<file path="src/design/mbet_pkg.sv">
// ----------------------------------------------------------------------------
// mbet_pkg
// Shared types and fixed widths of the escape-time pixel unit.
// ----------------------------------------------------------------------------
package mbet_pkg;

    localparam int IDX_W   = 24;
    localparam int SIZE_W  = 13;
    localparam int LIMIT_W = 16;
    localparam int PAN_W   = 21;
    localparam int ZOOM_W  = 32;
    localparam int SHADE_W = 8;
    localparam int CFG_W   = 32;
    localparam int ADDR_W  = 3;

    typedef enum logic [ADDR_W-1:0] {
        ADDR_WIDTH  = 3'd0,
        ADDR_HEIGHT = 3'd1,
        ADDR_LIMIT  = 3'd2,
        ADDR_PAN_X  = 3'd3,
        ADDR_PAN_Y  = 3'd4,
        ADDR_ZOOM   = 3'd5
    } cfg_addr_t;

    typedef enum logic [1:0] {
        DSEL_SPLIT = 2'd0,
        DSEL_ZOOM  = 2'd1,
        DSEL_SCALE = 2'd2,
        DSEL_SHADE = 2'd3
    } div_sel_t;

    typedef struct packed {
        logic [SIZE_W-1:0]         width;
        logic [SIZE_W-1:0]         height;
        logic [LIMIT_W-1:0]        limit;
        logic signed [PAN_W-1:0]   pan_x;
        logic signed [PAN_W-1:0]   pan_y;
        logic [ZOOM_W-1:0]         zoom;
    } cfg_t;

    typedef struct packed {
        logic     in_load;
        logic     div_load;
        logic     div_step;
        div_sel_t div_sel;
        logic     axis;
        logic     cap_split;
        logic     mul_load;
        logic     mul_step;
        logic     cap_coord;
        logic     iter_clear;
        logic     iter_sq;
        logic     iter_upd;
        logic     out_load;
    } cmd_t;

    typedef struct packed {
        logic cont;
    } status_t;

endpackage

</file>
<file path="src/design/mbet_ctrl.sv">
// ----------------------------------------------------------------------------
// mbet_ctrl
// Sequencer: steps the divider, scaler and orbit loop for one pixel.
// ----------------------------------------------------------------------------
module mbet_ctrl #(
    parameter int FRAC_BITS = 25
) (
    input  logic              clk,
    input  logic              rst_n,
    input  logic              in_valid,
    output logic              in_ready,
    output logic              out_valid,
    input  logic              out_ready,
    input  mbet_pkg::status_t status,
    output mbet_pkg::cmd_t    cmd
);

    localparam int SPLIT_LEN = mbet_pkg::IDX_W;
    localparam int ZOOM_LEN  = mbet_pkg::IDX_W + 32;
    localparam int SPAN_LEN  = FRAC_BITS + 2;
    localparam int SCALE_LEN = mbet_pkg::IDX_W + 33 + SPAN_LEN;
    localparam int CNT_W     = $clog2(SCALE_LEN + 1);

    typedef enum logic [10:0] {
        ST_IDLE   = 11'b00000000001,
        ST_SPLIT  = 11'b00000000010,
        ST_CAPT   = 11'b00000000100,
        ST_ZOOM   = 11'b00000001000,
        ST_MUL    = 11'b00000010000,
        ST_SCALE  = 11'b00000100000,
        ST_COORD  = 11'b00001000000,
        ST_CHECK  = 11'b00010000000,
        ST_SQUARE = 11'b00100000000,
        ST_SHADE  = 11'b01000000000,
        ST_FINISH = 11'b10000000000
    } state_t;

    state_t           state_reg;
    state_t           state_next;
    logic [CNT_W-1:0] cnt_reg;
    logic [CNT_W-1:0] cnt_next;
    logic             axis_reg;
    logic             axis_next;
    logic             valid_reg;
    logic             valid_next;
    logic [CNT_W-1:0] len;
    logic             last;

    always_comb
    begin
        case (state_reg)
            ST_ZOOM:  len = CNT_W'(ZOOM_LEN);
            ST_MUL:   len = CNT_W'(SPAN_LEN);
            ST_SCALE: len = CNT_W'(SCALE_LEN);
            default:  len = CNT_W'(SPLIT_LEN);
        endcase
    end

    assign last = (cnt_reg == len);

    always_comb
    begin
        cmd        = '0;
        state_next = state_reg;
        cnt_next   = cnt_reg;
        axis_next  = axis_reg;
        cmd.axis   = axis_reg;
        case (state_reg)
            ST_IDLE:
            begin
                if (in_valid)
                begin
                    cmd.in_load = 1'b1;
                    cnt_next    = '0;
                    state_next  = ST_SPLIT;
                end
            end
            ST_SPLIT:
            begin
                cmd.div_sel  = mbet_pkg::DSEL_SPLIT;
                cmd.div_load = (cnt_reg == '0);
                cmd.div_step = (cnt_reg != '0);
                cnt_next     = last ? '0 : cnt_reg + 1'b1;
                if (last)
                    state_next = ST_CAPT;
            end
            ST_CAPT:
            begin
                cmd.cap_split = 1'b1;
                axis_next     = 1'b0;
                state_next    = ST_ZOOM;
            end
            ST_ZOOM:
            begin
                cmd.div_sel  = mbet_pkg::DSEL_ZOOM;
                cmd.div_load = (cnt_reg == '0);
                cmd.div_step = (cnt_reg != '0);
                cnt_next     = last ? '0 : cnt_reg + 1'b1;
                if (last)
                    state_next = ST_MUL;
            end
            ST_MUL:
            begin
                cmd.mul_load = (cnt_reg == '0);
                cmd.mul_step = (cnt_reg != '0);
                cnt_next     = last ? '0 : cnt_reg + 1'b1;
                if (last)
                    state_next = ST_SCALE;
            end
            ST_SCALE:
            begin
                cmd.div_sel  = mbet_pkg::DSEL_SCALE;
                cmd.div_load = (cnt_reg == '0);
                cmd.div_step = (cnt_reg != '0);
                cnt_next     = last ? '0 : cnt_reg + 1'b1;
                if (last)
                    state_next = ST_COORD;
            end
            ST_COORD:
            begin
                cmd.cap_coord = 1'b1;
                if (!axis_reg)
                begin
                    axis_next  = 1'b1;
                    state_next = ST_ZOOM;
                end
                else
                begin
                    cmd.iter_clear = 1'b1;
                    state_next     = ST_CHECK;
                end
            end
            ST_CHECK:
            begin
                if (status.cont)
                begin
                    cmd.iter_upd = 1'b1;
                    state_next   = ST_SQUARE;
                end
                else
                begin
                    cnt_next   = '0;
                    state_next = ST_SHADE;
                end
            end
            ST_SQUARE:
            begin
                cmd.iter_sq = 1'b1;
                state_next  = ST_CHECK;
            end
            ST_SHADE:
            begin
                cmd.div_sel  = mbet_pkg::DSEL_SHADE;
                cmd.div_load = (cnt_reg == '0);
                cmd.div_step = (cnt_reg != '0);
                cnt_next     = last ? '0 : cnt_reg + 1'b1;
                if (last)
                    state_next = ST_FINISH;
            end
            ST_FINISH:
            begin
                if (!valid_reg || out_ready)
                begin
                    cmd.out_load = 1'b1;
                    state_next   = ST_IDLE;
                end
            end
            default:
            begin
                state_next = ST_IDLE;
            end
        endcase
    end

    always_comb
    begin
        if (cmd.out_load)
            valid_next = 1'b1;
        else if (out_ready)
            valid_next = 1'b0;
        else
            valid_next = valid_reg;
    end

    always_ff @(posedge clk or negedge rst_n)
    begin
        if (!rst_n)
        begin
            state_reg <= ST_IDLE;
            cnt_reg   <= '0;
            axis_reg  <= 1'b0;
            valid_reg <= 1'b0;
        end
        else
        begin
            state_reg <= state_next;
            cnt_reg   <= cnt_next;
            axis_reg  <= axis_next;
            valid_reg <= valid_next;
        end
    end

    assign in_ready  = (state_reg == ST_IDLE);
    assign out_valid = valid_reg;

endmodule

</file>
<file path="config.mk">
export PLATFORM = sky130hd
export DESIGN_NAME = mbet_ctrl
export DESIGN_NICKNAME = d
export VERILOG_FILES = /design/src/design/mbet_pkg.sv /design/src/design/mbet_ctrl.sv
export SDC_FILE = /design/constraint.sdc
export NUM_CORES = 1
export LEC_CHECK = 0
export BUFFER_PORTS_ARGS = -buffer_cell sky130_fd_sc_hd__buf_2
export CORE_MARGIN = 3
export CORE_UTILIZATION = 40
export DETAILED_ROUTE_END_ITERATION = 10
export PLACE_DENSITY_LB_ADDON = 0.2
export SYNTH_ARGS = -nofsm -noshare
export SYNTH_HDL_FRONTEND = slang
export SYNTH_SLANG_ARGS = --single-unit
</file>
<file path="constraint.sdc">
create_clock -name clk -period 5.6 [get_ports clk]
set_input_delay 1.12 -clock clk [delete_from_list [all_inputs] [get_ports clk]]
set_output_delay 1.12 -clock clk [all_outputs]
set_load 0.03 [all_outputs]
</file>
==> summary.txt, run 1 <==
Synthesis
  – Yosys cell types: 51
  – Mapped Area: 1375 um2
  – Avg Inst Size Synth: 9.752 um2
  – Sequential share of the synthesized area: 36.49%
  – Top cell type's share of synthesized area: 34.58%
  – Area contributors post-synth: dfrtp_1 35%, nor4_4 4.6%, nor2_1 4.4%, nand2_1 2.7%, a22o_1 2.5%
  – FF+latch count, synth: 20
  – Async SR Flop Fraction: 100.0%
  – Top_reg_cell synth: dfrtp_1
  – Net count after synthesis: 148
  – Cell taking the most area after synthesis: dfrtp_1
  – EDFF count, synth: 0
  – Mapped Cells: 141
  – Yosys warnings: 0

Route
  – Post-detailed-route count of antenna-violating nets: 0
  – Routed met1 length: 1394 um
  – Starting DRC count in detailed routing: 56
  – DRC: 0
  – Metal2 WL: 1558 um
  – Met3 wire len: 142 um
  – DR top layer: met4
  – DRT Wirelength: 3166 um
  – Via density per instance: 5.760
  – Routed len/inst: 15.52 um
  – Detailed-router iteration count before antenna repair: 4
  – Vias post-DR: 1175

Job
  – Max_cap viols: 0

GRT
  – First-pass GRT wire length: 5478 um
  – Pin count of the biggest net entering global routing: 21
  – Initial antenna violation count: 0
  – GRT Total Usage: 16.80%
  – Grt total ovfl: 0
  – Vias in the first global route: 1143

CTS
  – H-tree Lvls: 1
  – # clock sinks: 20
  – Clock Latency Late Sink: 0.31 ns
  – Deepest clock path buffer count: 2
  – Clock transition at path regs: 0.11 ns
  – Post-CTS Resized: 0
  – Total CTS buffers: 3
  – Clock tree root buffer cell: clkbuf_4
  – Post-CTS Setup Bufs: 0
  – CTS tree: yes
  – # hold bufs at CTS: 0

Timing
  – Tmin final: 3.265 ns
  – Setup Skew: 0.004425 ns
  – Max Slew Vio Count: 0
  – Worst hold slack: 0.5648 ns
  – Setup_tns: 0 ns
  – Hold Fails Final Rpt: 0
  – RSZ-0062 raised after global routing: no
  – Setup violations, final: 0
  – Worst slew pin tran: 0.4655 ns
  – Final period utilization: 58.30%
  – Relative slew slack: 68.97%
  – Highest clock rate: 306.3 MHz

Final layout
  – Fraction of final layout cells sized beyond drive strength 1: 25.00%
  – # diodes: 0
  – Most common cell after layout, fill and taps aside: buf_2
  – Commonest cells after routing, fill and taps aside: 20 x buf_2, 19 x dfrtp_1, 16 x nor2_1
  – Final net count: 168
  – Fin cells: 204
  – Max reg flops: 11
  – Area growth from synthesis to layout: 10.92%

Setup path
  – CP required: 4.48 ns
  – Critical path startpoint: state_reg[1]
  – Crit path DAT: 2.14 ns
  – Critical path class: register to output port
  – CP max FO: 8
  – Setup crit end kind: output port
  – Reg-to-reg slack, setup: 3.09 ns
  – Reg-to-reg critical path startpoint: state_reg[4]
  – Crit start category: register

Floorplanning
  – Row Count: 20
  – Io pins: 21
  – Die ar.: 4177 um2
  – Initial core utilization: 43.61%
  – Die Wd: 64.63 um
  – Die Span Y: 64.63 um
  – Core area: 3153 um2

Place
  – HPWL Detailed: 2395 um
  – Port Buffers: 20
  – Gpl congestion: 0.8318
  – Placed cells: 200

Power and ir drop
  – Power per cell area: 345.0 nW/um2
  – Total power: 0.5262 mW
  – Worst VDD drop: 0.1682 mV
  – Leakage: 0.7482 nW

Run status
  – Status: completed

Min path
  – Hold Path Origin: cnt_reg[0]
  – Worst Hold Class: register to register
-- report_power, final --
part | total [mW] | switching (mW) | internal [mW]
sequential | 0.195 | 0.0318 | 0.163
clock | 0.0746 | 0.0467 | 0.0278
combinational | 0.256 | 0.155 | 0.101
total | 0.526 | 0.234 | 0.292
-- path summary, 6_finish.rpt --
check	to	depth (start not counted)
min in group asynchronous	state_reg[6]	1
max reg2reg	state_reg[5]	6
min	cnt_reg[0]	1
max in group asynchronous	state_reg[0]	1
min reg2reg	cnt_reg[0]	1
max	cmd[3]	5
-- worst max-delay path: stages, from the launching register on --
cell     delay (ns)
dfrtp_1        0.49
nor4_4         0.51
and2_1         0.21
and4b_1        0.28
and2_1         0.16
buf_2          0.19
-- cell type report --
| cell class | count | area [um2] |
|---|---|---|
| fillers | 322 | 1628 |
| repair buffers | 20 | 100.1 |
| clock buffers | 4 | 26.28 |
| inverters | 8 | 30.03 |
| flip-flops and latches | 20 | 501.7 |
| well taps | 44 | 55.05 |
| multi-input cells | 108 | 812.0 |
-- Yosys cell counts, types with 3 or more instances --
master and instances:
a21o_1 3, a22o_1 4, and2_1 4, and3b_1 3, buf_4 3, dfrtp_1 19
inv_1 8, nand2_1 10, nand3_1 6, nand4_1 5, nor2_1 16, nor2b_1 5
nor3_1 3, nor4_4 3, o21ai_0 3
-- stage by stage --
step / cell area [um2] / worst slack [ns] / utilization (%)
after floorplan: 1375 / 2.768 / -
after global placement: 1499 / 2.756 / 47.54
after detailed placement: 1499 / 2.705 / 47.54
after CTS: 1525 / 2.330 / 48.37
after global routing: 1525 / 2.143 / 48.37
final: 1525 / 2.335 / 48.37
-- metal layers --
layer,vias up,GRT usage (%)
met5,-,0
met4,0,6.332
met3,8,4.679
met2,24,29.25
met1,577,19.52
li1,566,-
-- kinds of logic after synthesis --
kind of cell,Yosys count,share of synthesized area (%)
simple gates,77,37.03
compound gates,25,17.11
flops,20,36.49
buf+inv,13,4.458
xor+xnor,2,1.274
mux,2,1.820
fa+ha+maj,2,1.820
No activity file was read; power rests on OpenSTA's default activity.
==> run 2: changes to the inputs <==
==> constraint.sdc (replaced) <==
create_clock -name clk -period 3.35 [get_ports clk]
set_input_delay 0.67 -clock clk [delete_from_list [all_inputs] [get_ports clk]]
set_output_delay 0.67 -clock clk [all_outputs]
set_load 0.03 [all_outputs]
==> run 2 against run 1 <==
  * Combinational power up 66%
  * Non-clock buffer count unchanged
  * Cell area up 0.66%
  * Critical path depth unchanged
  * Register-to-register slack worse by 2.2 ns
  * Critical path type unchanged
  * Critical endpoint unchanged
  * Largest cell class unchanged
==> summary.txt, run 2 (synthesis results as in run 1) <==
Run status
  – Status: completed

Route
  – Met3 wire len: 224 um
  – Starting DRC count in detailed routing: 29
  – Metal2 WL: 1508 um
  – Detailed-router iteration count before antenna repair: 4
  – DRC: 0
  – Via density per instance: 5.750
  – Post-detailed-route count of antenna-violating nets: 0
  – Routed len/inst: 15.68 um
  – Vias post-DR: 1173
  – DRT Wirelength: 3199 um
  – DR top layer: met4
  – Routed met1 length: 1409 um

GRT
  – Pin count of the biggest net entering global routing: 21
  – Vias in the first global route: 1098
  – GRT Total Usage: 16.50%
  – Initial antenna violation count: 0
  – Grt total ovfl: 0
  – First-pass GRT wire length: 5409 um

Min path
  – Worst Hold Class: primary input to async pin

CTS
  – Deepest clock path buffer count: 2
  – Clock tree root buffer cell: clkbuf_4
  – Post-CTS Resized: 0
  – CTS tree: yes
  – # hold bufs at CTS: 0
  – Clock transition at path regs: 0.12 ns
  – H-tree Lvls: 1
  – Post-CTS Setup Bufs: 0
  – # clock sinks: 20
  – Total CTS buffers: 3
  – Clock Latency Late Sink: 0.32 ns

Final layout
  – Final net count: 168
  – # diodes: 0
  – Commonest cells after routing, fill and taps aside: 20 x buf_2, 19 x dfrtp_1, 16 x nor2_1
  – Fraction of final layout cells sized beyond drive strength 1: 25.62%
  – Area growth from synthesis to layout: 11.65%
  – Most common cell after layout, fill and taps aside: buf_2
  – Fin cells: 204
  – Max reg flops: 11
  – Post-route cell area: 1535 um2

Floorplanning
  – Initial core utilization: 43.61%
  – Io pins: 21
  – Core area: 3153 um2
  – Die ar.: 4177 um2
  – Row Count: 20
  – Die Wd: 64.63 um
  – Die Span Y: 64.63 um

Power and ir drop
  – Total power: 0.8979 mW
  – Power per cell area: 584.9 nW/um2
  – P_sw: 0.3897 mW
  – Comb pwr share: 47.3%
  – Internal Power: 0.5082 mW
  – Switching portion of total power: 43.40%
  – Sequential Power Share: 36.1%
  – Worst VDD drop: 0.4252 mV
  – Clock power frac: 16.6%
  – Leakage: 0.7542 nW

Setup path
  – Crit start category: register
  – Reg-to-Reg End: cnt_reg[5]
  – CP required: 2.68 ns
  – Reg2reg path depth: 6
  – Crit path DAT: 2.22 ns
  – Critical path class: register to output port
  – Reg-to-reg slack, setup: 0.86 ns
  – CP max FO: 8
  – Setup crit end kind: output port
  – Reg-to-reg critical path startpoint: state_reg[1]

Timing
  – Setup Skew: 0.006448 ns
  – Max Slew Vio Count: 0
  – Worst slew pin tran: 0.5183 ns
  – RSZ-0062 raised after global routing: no
  – Tmin final: 2.892 ns
  – Setup violations, final: 0
  – Setup_tns: 0 ns
  – Final period utilization: 86.33%
  – Highest clock rate: 345.8 MHz
  – Relative slew slack: 65.19%
  – Hold Fails Final Rpt: 0
  – Final worst slack: 0.4579 ns

Place
  – Placed cells: 200
  – HPWL Detailed: 2409 um
  – Post-DP Area: 1499 um2
  – Gpl congestion: 0.8620
  – Pre-CTS setup slack: 0.8172 ns
  – Port Buffers: 20

Job
  – Max_cap viols: 0
run 2: cell counts in the layout (fill, tap and decap cells not counted):
No cell type changed its count.
run 2: area by class of cell:
cell class,count,area [um2]
repair buffers,20,100.1
inverters,8,30.03
multi-input cells,108,812.0
well taps,44,55.05
fillers,312,1618
clock buffers,4,36.28
flip-flops and latches,20,501.7
run 2: metal layers:
metal,GRT usage (%),vias to the layer above
met5,0,-
met4,5.541,0
met3,5.026,6
met2,25.90,38
met1,21.53,568
li1,-,561
run 2: critical path, cell delays in order (launching register included):
cell     delay (ns)
dfrtp_1        0.49
nor4_4         0.56
and2_1         0.22
and4b_1        0.30
and2_1         0.16
buf_2          0.19
run 2: through the flow:
step,util [%],hold slack [ns]
2_1_floorplan,-,0.3744
3_3_place_gp,47.54,0.5536
3_5_place_dp,47.54,0.5477
4_1_cts,48.69,0.3077
5_1_grt,48.69,0.3054
6_report,48.69,0.2916
run 2: power groups by stage:
stage / clock network [mW] / registers, mW / logic [mW]
finish: 0.149 / 0.324 / 0.424
CTS: 0.154 / 0.324 / 0.426
floorplan: 0 / 0.306 / 0.353
detailed placement: 0 / 0.329 / 0.423
global route: 0.166 / 0.330 / 0.470
global placement: 0 / 0.328 / 0.417
run 2: worst max-delay path by stage:
stage / start / to / slack [ns] / cells past startpoint
2_1_floorplan: state_reg[1] / cmd[11] / 0.97 / 5
3_3_place_gp: state_reg[1] / cmd[3] / 0.81 / 5
3_5_place_dp: state_reg[1] / cmd[3] / 0.82 / 5
4_1_cts: state_reg[1] / cmd[3] / 0.44 / 5
5_1_grt: state_reg[1] / cmd[3] / 0.30 / 5
6_report: state_reg[1] / cmd[3] / 0.46 / 5
==> run 3: changes to the inputs <==
--- a/config.mk
+++ b/config.mk
@@ -7,7 +7,7 @@
 export LEC_CHECK = 0
 export BUFFER_PORTS_ARGS = -buffer_cell sky130_fd_sc_hd__buf_2
 export CORE_MARGIN = 3
-export CORE_UTILIZATION = 40
+export CORE_UTILIZATION = 45
 export DETAILED_ROUTE_END_ITERATION = 10
 export PLACE_DENSITY_LB_ADDON = 0.2
 export SYNTH_ARGS = -nofsm -noshare
==> constraint.sdc (replaced) <==
create_clock -name clk -period 2.7 [get_ports clk]
set_input_delay 0.54 -clock clk [delete_from_list [all_inputs] [get_ports clk]]
set_output_delay 0.54 -clock clk [all_outputs]
set_load 0.03 [all_outputs]
==> run 3 against run 2 <==
  * Die area down 10%
  * Highest routed layer unchanged
  * Largest power group unchanged
  * Sequential power increased by 23%
  * Cell area increased by 3.3%
==> summary.txt, run 3 (synthesis results as in run 1) <==
Floorplanning
  – Core area: 2829 um2
  – Row Count: 19
  – Initial core utilization: 48.61%
  – Die Span Y: 61.28 um
  – Io pins: 21
  – Die ar.: 3755 um2
  – Die Wd: 61.28 um

Final layout
  – Final net count: 173
  – Fraction of final layout cells sized beyond drive strength 1: 32.12%
  – Area growth from synthesis to layout: 15.29%
  – Max reg flops: 11
  – Fin cells: 196
  – # diodes: 0
  – Post-route cell area: 1585 um2
  – Most common cell after layout, fill and taps aside: buf_2
  – Commonest cells after routing, fill and taps aside: 18 x buf_2, 16 x nor2_1, 16 x dfrtp_1
  – Post-layout util: 56.04%

Timing
  – Hold Fails Final Rpt: 0
  – Setup_tns: 0 ns
  – Highest clock rate: 389.4 MHz
  – Worst hold slack: 0.1599 ns
  – Tmin final: 2.568 ns
  – Setup Skew: 0.005560 ns
  – Worst slew pin tran: 0.4650 ns
  – Final period utilization: 95.11%
  – Relative slew slack: 69.00%
  – Final worst slack: 0.1321 ns
  – Setup violations, final: 0
  – Max Slew Vio Count: 0

Setup path
  – Buf/Inv on CP: 1
  – Crit path cell chain: nor4_4, nor2b_4, and2_4, and3b_1, clkbuf_4
  – Critical path class: register to output port
  – Reg-to-Reg End: cnt_reg[5]
  – CP top delay family: simple AND/OR/NAND/NOR gates
  – Crit path max-delay cell type: dfrtp_2
  – Setup crit end kind: output port
  – CP max FO: 6
  – Crit path DAT: 2.03 ns
  – Crit start category: register
  – CP max stage delay: 0.46 ns
  – Reg-to-reg critical path startpoint: state_reg[6]
  – CP required: 2.16 ns
  – Reg2reg path depth: 6
  – Reg-to-reg slack, setup: 0.29 ns

Route
  – Via density per instance: 6.107
  – Routed len/inst: 16.57 um
  – DRC: 0
  – DRT Wirelength: 3247 um
  – Post-detailed-route count of antenna-violating nets: 0
  – Vias post-DR: 1197
  – Detailed-router iteration count before antenna repair: 4
  – Starting DRC count in detailed routing: 44

Min path
  – Worst Hold Class: primary input to async pin

CTS
  – Deepest clock path buffer count: 2
  – # clock sinks: 20
  – CTS tree: yes
  – # hold bufs at CTS: 0
  – Clock tree root buffer cell: clkbuf_4
  – H-tree Lvls: 1
  – Total CTS buffers: 3
  – Clock Latency Late Sink: 0.31 ns
  – Clock transition at path regs: 0.12 ns

GRT
  – GRT Total Usage: 18.76%
  – Initial antenna violation count: 0
  – Pin count of the biggest net entering global routing: 21
  – Grt total ovfl: 0
  – Vias in the first global route: 1124
  – First-pass GRT wire length: 5216 um

Place
  – Gpl congestion: 0.8317
  – HPWL Detailed: 2370 um
  – Post-DP Area: 1483 um2
  – Pre-CTS setup slack: 0.2424 ns
  – Port Buffers: 20
  – Placed cells: 187

Power and ir drop
  – Total power: 1.162 mW
  – Worst VDD drop: 0.5716 mV
  – Power per cell area: 732.9 nW/um2
  – Leakage: 0.7906 nW

Run status
  – Status: completed

Job
  – Max_cap viols: 0
run 3: cell type report:
type / instances / area (um2)
fillers: 257 / 1244
flip-flops and latches: 20 / 505.5
well taps: 31 / 38.79
clock buffers: 4 / 36.28
inverters: 8 / 30.03
repair buffers: 25 / 142.6
multi-input cells: 108 / 832.0
run 3: report_power, final:
group          total, mW  leakage, nW  internal [mW]  switching [mW]
logic              0.582        0.501          0.249           0.333
registers          0.398        0.269          0.340          0.0571
clock network      0.182       0.0210         0.0824          0.0998
run 3: repair_timing:
item,CTS,global route
resized for setup,0,11
endpoints found under the setup margin,2,5
buffers inserted,2,3
pin swaps,1,3
run 3: worst max-delay path by stage:
stage	start	end	slack [ns]	cells after the start
after floorplan	state_reg[1]	cmd[11]	0.45	5
after global placement	state_reg[1]	cnt_reg[6]	0.24	6
after detailed placement	state_reg[1]	cnt_reg[5]	0.24	6
after CTS	state_reg[9]	cmd[3]	0.04	5
after global routing	state_reg[7]	cmd[2]	-0.008	5
final	state_reg[6]	cmd[2]	0.13	5
run 3: layer usage:
metal	routed length (um)	global-route usage (%)
met1	1429	24.23
met2	1610	32.02
met3	179	3.774
met4	27	4.644
met5	0	0
